===== src/rtl/core/sfd_pkg.sv =====
// Package for the SBUS frame decoder: frame layout constants, register
// indexes and the frame hand-over structure. No dependencies.
`timescale 1ns / 1ps

package sfd_pkg;

    localparam int unsigned CHANNELS   = 16;
    localparam int unsigned VALUE_W    = 11;
    localparam int unsigned DATA_BYTES = 22;
    localparam int unsigned DATA_W     = DATA_BYTES * 8;
    localparam int unsigned CH_W       = $clog2(CHANNELS);
    localparam int unsigned POS_W      = 5;

    localparam logic [POS_W-1:0] POS_FIRST_DATA = POS_W'(1);
    localparam logic [POS_W-1:0] POS_LAST_DATA  = POS_W'(DATA_BYTES);
    localparam logic [POS_W-1:0] POS_STATUS     = POS_W'(23);
    localparam logic [POS_W-1:0] POS_FOOTER     = POS_W'(24);

    localparam logic [7:0] FOOTER_VALUE  = 8'h00;
    localparam int unsigned LOST_BIT     = 3;
    localparam int unsigned FAILSAFE_BIT = 4;

    localparam logic [7:0] HEADER_FIRST_RST  = 8'h0F;
    localparam logic [7:0] HEADER_SECOND_RST = 8'h1B;
    localparam logic [7:0] HEADER_THIRD_RST  = 8'h2B;

    localparam int unsigned CFG_IDX_W = 2;
    typedef enum logic [CFG_IDX_W-1:0] {
        CFG_HEADER_FIRST  = 2'd0,
        CFG_HEADER_SECOND = 2'd1,
        CFG_HEADER_THIRD  = 2'd2,
        CFG_UNUSED        = 2'd3
    } t_cfg_index;

    // A completed frame handed from the byte assembler to the result drain.
    typedef struct packed {
        logic              load;
        logic              ok;
        logic [7:0]        status;
        logic [DATA_W-1:0] data;
    } t_frame_evt;

endpackage


===== src/rtl/core/sfd_assembler.sv =====
// Byte assembler for the SBUS frame decoder: holds the header registers,
// tracks the byte position and collects the data and status bytes.
// Depends on sfd_pkg.
`timescale 1ns / 1ps

module sfd_assembler (
    input  logic                       i_clk,
    input  logic                       i_rst_n,
    input  logic                       i_cfg_wr_en,
    input  logic [sfd_pkg::CFG_IDX_W-1:0] i_cfg_index,
    input  logic [7:0]                 i_cfg_data,
    input  logic                       i_valid,
    input  logic [7:0]                 i_byte,
    input  logic                       i_start,
    input  logic                       i_drain_busy,
    output logic                       o_ready,
    output sfd_pkg::t_frame_evt        o_evt
);
    import sfd_pkg::*;

    logic [7:0]        r_hdr_first, r_hdr_second, r_hdr_third;
    logic [DATA_W-1:0] r_data;
    logic [7:0]        r_status;
    logic [POS_W-1:0]  r_pos;
    logic              r_in_frame;
    logic              r_match;
    logic              w_accept;
    logic              w_at_footer;

    assign w_at_footer = r_in_frame && (r_pos == POS_FOOTER);
    assign o_ready     = !(w_at_footer && i_drain_busy);
    assign w_accept    = i_valid && o_ready;

    assign o_evt.load   = w_accept && !i_start && w_at_footer;
    assign o_evt.ok     = r_match && (i_byte == FOOTER_VALUE);
    assign o_evt.status = r_status;
    assign o_evt.data   = r_data;

    always_ff @(posedge i_clk) begin
        if (!i_rst_n) begin
            r_hdr_first  <= HEADER_FIRST_RST;
            r_hdr_second <= HEADER_SECOND_RST;
            r_hdr_third  <= HEADER_THIRD_RST;
        end else if (i_cfg_wr_en) begin
            unique case (t_cfg_index'(i_cfg_index))
                CFG_HEADER_FIRST:  r_hdr_first  <= i_cfg_data;
                CFG_HEADER_SECOND: r_hdr_second <= i_cfg_data;
                CFG_HEADER_THIRD:  r_hdr_third  <= i_cfg_data;
                default: ;
            endcase
        end
    end

    always_ff @(posedge i_clk) begin
        if (!i_rst_n) begin
            r_pos      <= '0;
            r_in_frame <= 1'b0;
            r_match    <= 1'b0;
            r_status   <= '0;
        end else if (w_accept) begin
            priority if (i_start) begin
                r_match    <= (i_byte == r_hdr_first) || (i_byte == r_hdr_second) ||
                              (i_byte == r_hdr_third);
                r_in_frame <= 1'b1;
                r_pos      <= POS_FIRST_DATA;
            end else if (!r_in_frame) begin
                r_pos <= '0;
            end else if (r_pos <= POS_LAST_DATA) begin
                r_pos <= r_pos + POS_W'(1);
            end else if (r_pos == POS_STATUS) begin
                r_status <= i_byte;
                r_pos    <= r_pos + POS_W'(1);
            end else begin
                r_in_frame <= 1'b0;
                r_pos      <= '0;
            end
        end
    end

    // Data bytes shift in from the top, so the first data byte ends up in
    // the lowest bits once all of them have arrived.
    always_ff @(posedge i_clk) begin
        if (w_accept && !i_start && r_in_frame && r_pos <= POS_LAST_DATA) begin
            r_data <= {i_byte, r_data[DATA_W-1:8]};
        end
    end

endmodule


===== src/rtl/core/sfd_drain.sv =====
// Result drain for the SBUS frame decoder: holds a completed frame and
// presents one channel result per transaction. Depends on sfd_pkg.
`timescale 1ns / 1ps

module sfd_drain (
    input  logic                      i_clk,
    input  logic                      i_rst_n,
    input  sfd_pkg::t_frame_evt       i_evt,
    input  logic                      i_ready,
    output logic                      o_busy,
    output logic                      o_valid,
    output logic [sfd_pkg::CH_W-1:0]    o_channel_index,
    output logic [sfd_pkg::VALUE_W-1:0] o_channel_value,
    output logic                      o_frame_good,
    output logic [7:0]                o_status_byte,
    output logic                      o_link_lost,
    output logic                      o_failsafe,
    output logic                      o_last
);
    import sfd_pkg::*;

    logic              r_busy, n_busy;
    logic [CH_W-1:0]   r_ch, n_ch;
    logic [DATA_W-1:0] r_snap, n_snap;
    logic [7:0]        r_status, n_status;
    logic              r_ok, n_ok;
    logic              w_last;

    assign w_last = !r_ok || (r_ch == CH_W'(CHANNELS - 1));

    always_comb begin
        n_busy   = r_busy;
        n_ch     = r_ch;
        n_snap   = r_snap;
        n_status = r_status;
        n_ok     = r_ok;
        if (i_evt.load) begin
            n_busy   = 1'b1;
            n_ch     = '0;
            n_ok     = i_evt.ok;
            n_snap   = i_evt.ok ? i_evt.data : '0;
            n_status = i_evt.ok ? i_evt.status : 8'h00;
        end else if (r_busy && i_ready) begin
            if (w_last) begin
                n_busy = 1'b0;
            end else begin
                n_ch   = r_ch + CH_W'(1);
                n_snap = r_snap >> VALUE_W;
            end
        end
    end

    always_ff @(posedge i_clk) begin
        if (!i_rst_n) begin
            r_busy <= 1'b0;
        end else begin
            r_busy <= n_busy;
        end
    end

    always_ff @(posedge i_clk) begin
        r_ch     <= n_ch;
        r_snap   <= n_snap;
        r_status <= n_status;
        r_ok     <= n_ok;
    end

    assign o_busy          = r_busy;
    assign o_valid         = r_busy;
    assign o_channel_index = r_ch;
    assign o_channel_value = r_snap[VALUE_W-1:0];
    assign o_frame_good    = r_ok;
    assign o_status_byte   = r_status;
    assign o_link_lost     = r_status[LOST_BIT];
    assign o_failsafe      = r_status[FAILSAFE_BIT];
    assign o_last          = w_last;

endmodule


===== src/rtl/core/sbus_frame_decoder.sv =====
// Top level of the SBUS frame decoder: byte stream in, channel results out.
// Depends on sfd_pkg, sfd_assembler and sfd_drain.
`timescale 1ns / 1ps

// The decoder takes one frame byte per clock cycle on the slave stream,
// with tuser set on the header byte, and answers each 25-byte frame on the
// master stream with 16 channel results (one per cycle while tready is
// high) or, for a bad header or footer, a single result with tuser clear
// and all data zero. The first result is offered in the cycle after the
// footer byte is accepted. Results of one frame drain while the next
// frame's bytes are taken in; only the byte at the footer position of the
// next frame waits, with s_axis_tready low, until the cycle after the
// previous frame's last result has been taken. The user must write header
// values through the configuration port only while idle; it is unenforced.
module sbus_frame_decoder (
    input  logic                          i_clk,
    input  logic                          i_rst_n,
    input  logic                          i_cfg_wr_en,
    input  logic [sfd_pkg::CFG_IDX_W-1:0] i_cfg_index,
    input  logic [7:0]                    i_cfg_data,
    input  logic                          s_axis_tvalid,
    output logic                          s_axis_tready,
    input  logic [7:0]                    s_axis_tdata,  // [7:0] rx_byte
    input  logic [0:0]                    s_axis_tuser,  // [0] frame_start
    output logic                          m_axis_tvalid,
    input  logic                          m_axis_tready,
    // [3:0] channel_index, [14:4] channel_value, [22:15] status_byte,
    // [23] link_lost, [24] failsafe, [31:25] zero
    output logic [31:0]                   m_axis_tdata,
    output logic [0:0]                    m_axis_tuser,  // [0] frame_good
    output logic                          m_axis_tlast
);
    import sfd_pkg::*;

    t_frame_evt         w_evt;
    logic               w_busy;
    logic [CH_W-1:0]    w_index;
    logic [VALUE_W-1:0] w_value;
    logic [7:0]         w_status;
    logic               w_lost, w_failsafe, w_ok;

    sfd_assembler u_asm (
        .i_clk        (i_clk),
        .i_rst_n      (i_rst_n),
        .i_cfg_wr_en  (i_cfg_wr_en),
        .i_cfg_index  (i_cfg_index),
        .i_cfg_data   (i_cfg_data),
        .i_valid      (s_axis_tvalid),
        .i_byte       (s_axis_tdata),
        .i_start      (s_axis_tuser[0]),
        .i_drain_busy (w_busy),
        .o_ready      (s_axis_tready),
        .o_evt        (w_evt)
    );

    sfd_drain u_drain (
        .i_clk           (i_clk),
        .i_rst_n         (i_rst_n),
        .i_evt           (w_evt),
        .i_ready         (m_axis_tready),
        .o_busy          (w_busy),
        .o_valid         (m_axis_tvalid),
        .o_channel_index (w_index),
        .o_channel_value (w_value),
        .o_frame_good    (w_ok),
        .o_status_byte   (w_status),
        .o_link_lost     (w_lost),
        .o_failsafe      (w_failsafe),
        .o_last          (m_axis_tlast)
    );

    assign m_axis_tdata = {7'b0, w_failsafe, w_lost, w_status, w_value, w_index};
    assign m_axis_tuser = w_ok;

endmodule


===== config.mk =====
export PLATFORM = sky130hd
export DESIGN_NAME = sbus_frame_decoder
export DESIGN_NICKNAME = d
export VERILOG_FILES = /design/src/rtl/core/sfd_pkg.sv /design/src/rtl/core/sfd_assembler.sv /design/src/rtl/core/sfd_drain.sv /design/src/rtl/core/sbus_frame_decoder.sv
export SDC_FILE = /design/constraint.sdc
export NUM_CORES = 1
export LEC_CHECK = 0
export ABC_AREA = 1
export CAP_MARGIN = 25
export CORE_MARGIN = 4
export CORE_UTILIZATION = 47
export CTS_BUF_LIST = sky130_fd_sc_hd__clkbuf_16
export DETAILED_ROUTE_END_ITERATION = 16
export DONT_BUFFER_PORTS = 1
export PLACE_DENSITY = 0.66
export SLEW_MARGIN = 5
export SYNTH_ARGS = -nofsm -noshare
export SYNTH_HDL_FRONTEND = slang
export SYNTH_SLANG_ARGS = --single-unit

===== constraint.sdc =====
create_clock -name i_clk -period 12.8 [get_ports i_clk]
set_input_delay 0.64 -clock i_clk [delete_from_list [all_inputs] [get_ports i_clk]]
set_output_delay 0.64 -clock i_clk [all_outputs]
set_load 0.05 [all_outputs]

==> results of run 1 <==
## synth_stat cells (all sizes together)
cell type  instances
nand4              5
o21ai             16
conb               1
xnor2             21
xor2               1
a21oi             10
dfxtp             44
o211ai             2
or2                1
o21bai             1
a21o               1
ha                 4
edfxtp           361
nand3             30
nor3               6
clkbuf             6
inv               57
nor2              74
nand2            575
buf               65
nor4               1
## registers in the layout, summed over array words and instances (netlist names), 4 cells and up
name,cells
u_asm.r_data,176
u_drain.r_snap,176
u_asm.r_hdr_first,8
u_asm.r_hdr_second,8
u_asm.r_hdr_third,8
u_asm.r_status,8
u_drain.o_status_byte,8
u_asm.r_pos,5
u_drain.o_channel_index,4
## worst max-delay path, cell delays in order (launching register included)
cell	delay (ps)
dfxtp_1	350
inv_1	90
ha_1	210
nand2_1	90
inv_1	50
nand3_1	450
nand3_1	220
inv_2	200
nand2_8	400
nand2_4	520
buf_4	750
buf_4	370
buf_16	320
## where the power goes
part / leakage (nW) / internal [mW] / switching (mW)
logic: 2.21 / 0.0107 / 0.0223
clock network: 0.688 / 0.684 / 0.490
registers: 3.05 / 1.44 / 0.00697
## logic make-up (layout without fill, tap and decap cells)
family,count (synthesis),count (layout),synth area share [%]
fa+ha+maj,4,4,0.321
buf+inv,128,142,4.73
xor+xnor,22,22,1.23
simple gates,692,692,17.6
flops,405,405,75.1
compound gates,30,30,1.03
other cells,1,7,0.0240
## stage by stage
| stage | worst slack (ps) | std cells | total power [mW] | hold WS [ps] |
|---|---|---|---|---|
| finish | 8230 | 1744 | 2.65 | 195 |
| global route | 7880 | 1744 | 2.74 | 170 |
| detailed placement | 7900 | 1665 | 1.51 | 432 |
| global placement | 7970 | 1665 | 1.50 | 428 |
| CTS | 7880 | 1741 | 2.68 | 169 |
| floorplan | 3390 | 1288 | 1.51 | 426 |
## how the worst min path moves through the flow
stage / from / to / slack (ps) / cells past startpoint
4_1_cts: i_rst_n / u_asm.r_hdr_third[5] / 170 / 1
3_5_place_dp: u_asm.r_data[121] / u_asm.r_data[113] / 430 / 0
2_1_floorplan: u_asm.r_data[165] / u_asm.r_data[157] / 430 / 0
6_report: i_rst_n / u_asm.r_hdr_third[0] / 200 / 1
3_3_place_gp: u_asm.r_data[152] / u_asm.r_data[144] / 430 / 0
5_1_grt: s_axis_tdata[1] / u_asm.r_data[169] / 170 / 0
## area by class of cell
| class | instances | area [um2] |
|---|---|---|
| repair buffers | 9 | 120 |
| fillers | 2765 | 15500 |
| clock buffers | 42 | 1050 |
| inverters | 57 | 214 |
| clock inverters | 34 | 302 |
| well taps | 442 | 553 |
| multi-input cells | 755 | 3190 |
| flip-flops and latches | 405 | 11700 |
## per-layer routing
layer	vias to the layer above	routed length (um)	track usage, %
li1	4185	-	-
met1	4045	10400	17.0
met2	136	12700	24.3
met3	43	973	2.75
met4	0	568	4.03
met5	-	0	0
==> metrics.yaml, run 1 <==
synthesis:
  ys.warnings.count: 0
  seq_area_frac_synth_pct: 75.1
  ys_top_cells_by_area: "edfxtp_1 69%, nand2_1 14%, dfxtp_1 5.6%, nor2_1 1.7%, buf_4 1.7%"
  synth_cells: 1282
  syn_avg_cell_area_um2: 12.2
  synth_cell_types: 32
  yosys_register_bits: 405
  netlist_area_mm2: 0.0156
  yosys.area.top_type_share_pct: 69.5
  yosysTopAreaCell: "edfxtp_1"
clock_tree:
  cts-hold-fix-buffers: 0
  cts_tree: "done"
  cts_sinks: 405
  root_buffer: "clkbuf_16"
  cts_setup_buffers: 0
  cts_buffer_depth: 3
  htreeDepth: 2
  insertion_delay_ps: 550
  cts-resized-gates: 0
  cts_buffers: 42
  clk_pin_slew_worst_paths_ps: 60
timing:
  slew_violations: 0
  slew_headroom_pct: 31.8
  hold_viol: 0
  fin_crit_sh_pct: 35.7
  tns_ps: 0
  finalSetupViolCount: 0
  fin_skew_ps: 22.0
  rsz0062_at_grt: "no"
  fmax_mhz: 219
  worst_pin_slew_ps: 1020
  period_needed_ps: 4570
final_layout:
  area_delta_synth_final_pct: 9.92
  finalNetCount: 1298
  drive_gt1_share_pct: 7.14
  final_cell_mix: "563 x nand2_1, 361 x edfxtp_1, 71 x nor2_1"
  fin_area_mm2: 0.0172
  final_util_pct: 52.6
  mostFrequentLayoutCell: "nand2_1"
  diodes: 0
setup_path:
  crit_end: "u_drain.r_snap[38]"
  crit_start: "u_asm.r_pos[0]"
  worst_r2r_path_depth: 12
  cp_max_fo: 113
  worstPathArrival_ps: 4770
  rr_endpoint: "u_drain.r_snap[38]"
  crit_type: "register to register"
  r2r_start: "u_asm.r_pos[0]"
  ff2ff_setup_slack_ps: 8230
  crit_required_ps: 13000
  startpoint_type: "register"
  end_kind: "register"
grt:
  grt_pass1_vias: 8442
  grt_use_total_pct: 13.6
  grt_pass1_wl_um: 41100
  grt_overflow: 0
  grt_max_degree: 177
  grt_antenna_before_repair: 1
placement:
  place.port_buffers: 0
  gp_congestion: 0.791
  dpl_cell_area_mm2: 0.0157
  dp_hpwl_um: 13800
outcome:
  status: "finished, final reports clean"
floorplanning:
  die_w_um: 190
  rows: 66
  core_region_area_mm2: 0.0326
  initial_core_util_pct: 47.8
  io_pins: 60
  dieArea_mm2: 0.0362
  die_y_um: 190
route:
  drt_iter0_drc: 580
  avgViaCountPerCell: 4.82
  drt-wirelength-per-cell_um: 14.2
  ant_nets: 0
  wirelength_um: 24700
  num_vias: 8409
  drt-pass1-iter-count: 4
  drc_errors: 0
pwr:
  leakage_nw: 5.95
  peakVddDrop_mv: 0.101
  power_density_mw_per_mm2: 155
flow_run:
  maxCapViolCount: 0
worst_hold_path:
  worst_hold_path_type: "primary input to register"
(Power assumes the default switching activity.)
==> run 2, diff against run 1 <==
--- a/config.mk
+++ b/config.mk
@@ -12,7 +12,7 @@
 export CTS_BUF_LIST = sky130_fd_sc_hd__clkbuf_16
 export DETAILED_ROUTE_END_ITERATION = 16
 export DONT_BUFFER_PORTS = 1
-export PLACE_DENSITY = 0.66
+export PLACE_DENSITY = 0.68
 export SLEW_MARGIN = 5
 export SYNTH_ARGS = -nofsm -noshare
 export SYNTH_HDL_FRONTEND = slang
==> constraint.sdc (replaced) <==
create_clock -name i_clk -period 4.05 [get_ports i_clk]
set_input_delay 0.2025 -clock i_clk [delete_from_list [all_inputs] [get_ports i_clk]]
set_output_delay 0.2025 -clock i_clk [all_outputs]
set_load 0.05 [all_outputs]
==> run 2 against run 1 <==
Compared with the run above: core utilization is 0.72 points higher; count of clock-buffer cells in the layout is 1 lower; hold slack worse by 180 ps; largest cell class unchanged; fmax is 58% higher; die area stayed put; sequential power grew to 3.2 times the previous value; clock power grew to 3.1 times the previous value; power grew to 3.2 times the previous value.
==> metrics.yaml, run 2 (same netlist as run 1, synthesis figures left out) <==
floorplanning:
  dieArea_mm2: 0.0362
  rows: 66
  core_region_area_mm2: 0.0326
  die_w_um: 190
  initial_core_util_pct: 47.8
  io_pins: 60
  die_y_um: 190
grt:
  grt_pass1_wl_um: 41600
  grt_overflow: 0
  grt_antenna_before_repair: 0
  grt_max_degree: 177
  grt_pass1_vias: 8574
  grt_use_total_pct: 13.9
setup_path:
  worstPathArrival_ps: 3090
  crit_required_ps: 4260
  startpoint_type: "register"
  cp_max_fo: 131
  end_kind: "register"
  crit_type: "register to register"
clock_tree:
  cts-hold-fix-buffers: 23
  cts_sinks: 405
  insertion_delay_ps: 520
  cts_tree: "done"
  htreeDepth: 2
  cts_setup_buffers: 0
  cts_buffer_depth: 3
  cts_buffers: 41
  cts-resized-gates: 0
  clk_pin_slew_worst_paths_ps: 60
  root_buffer: "clkbuf_16"
final_layout:
  drive_gt1_share_pct: 6.90
  mostFrequentLayoutCell: "nand2_1"
  nFillCells: 2700
  area_delta_synth_final_pct: 11.4
  finalNetCount: 1319
  fin_area_mm2: 0.0174
  reg_top3: "u_asm.r_data x176, u_drain.r_snap x176"
  diodes: 0
  final_cell_mix: "562 x nand2_1, 361 x edfxtp_1, 71 x nor2_1"
pwr:
  leakage_nw: 6.01
  peakVddDrop_mv: 0.422
  power_density_mw_per_mm2: 481
timing:
  fin_crit_sh_pct: 71.2
  slew_headroom_pct: 34.2
  hold_viol: 0
  finalSetupViolCount: 0
  fmax_mhz: 347
  fin_skew_ps: 18.2
  slew_violations: 0
  fin_hold_ws_ps: 15.3
  rsz0062_at_grt: "no"
  worst_pin_slew_ps: 987
  period_needed_ps: 2880
outcome:
  status: "finished, final reports clean"
route:
  ant_nets: 0
  drt-wirelength-per-cell_um: 14.5
  drt_iter0_drc: 626
  num_vias: 8541
  wirelength_um: 25500
  drc_errors: 0
  drt-pass1-iter-count: 5
  avgViaCountPerCell: 4.85
placement:
  place.port_buffers: 0
  gp_congestion: 0.757
  dp_hpwl_um: 13700
  dpl_cell_area_mm2: 0.0158
flow_run:
  maxCapViolCount: 0
worst_hold_path:
  worst_hold_path_type: "primary input to register"
run 2: cell count changes in the layout (fill, tap and decap cells not counted), moves of 3 or more:
cell	previous run	this run
inv_2	2	5
clkinv_2	10	4
dlygate4sd3_1	0	23
buf_4	5	1
buf_12	1	5
inv_1	62	57
clkinv_1	7	12
run 2: metrics by stage:
step           utilization [%]  setup WS (ps)  TNS [ps]  power [mW]  cells
2_1_floorplan                -          -67.6    -11890        4.75   1288
3_3_place_gp              48.5           1220         0        4.76   1665
3_5_place_dp              48.5           1190         0        4.76   1665
4_1_cts                   53.2           1180         0        8.47   1758
5_1_grt                   53.3           1000         0        8.66   1760
6_report                  53.3           1170         0        8.36   1760
run 2: per-layer routing:
layer  track usage [%]  wire, um
met1              16.8     10400
met2              24.9     13200
met3              3.28      1310
met4              4.31       654
met5                 0         0
run 2: layout make-up:
cell class | count | area [um2] | share of cell area, %
timing repair buffer | 31 | 360 | 2.07
inverter | 57 | 214 | 1.23
sequential | 405 | 11700 | 67.4
clock buffer | 41 | 1030 | 5.90
multi-input combinational | 755 | 3230 | 18.6
tap | 442 | 553 | 3.18
clock inverter | 29 | 282 | 1.62
run 2: critical path: stages (launching register included):
cell	delay, ps
dfxtp_1	760
nand3_4	330
nand3_1	210
inv_2	100
nand2_8	250
buf_12	480
inv_1	320
run 2: final timing paths:
path                startpoint                        to  slack, ps  depth (start not counted)
min             i_cfg_index[0]      u_asm.r_hdr_first[6]         20                          3
max             u_drain.o_busy  u_drain.o_status_byte[0]       1170                          6
max reg2reg     u_drain.o_busy  u_drain.o_status_byte[0]       1170                          6
min reg2reg  u_asm.r_data[155]         u_asm.r_data[147]        440                          0
run 2: power by group:
group	internal (mW)	switching (mW)
clock network	2.21	1.44
logic	0.0504	0.0889
registers	4.54	0.0227
total	6.81	1.56
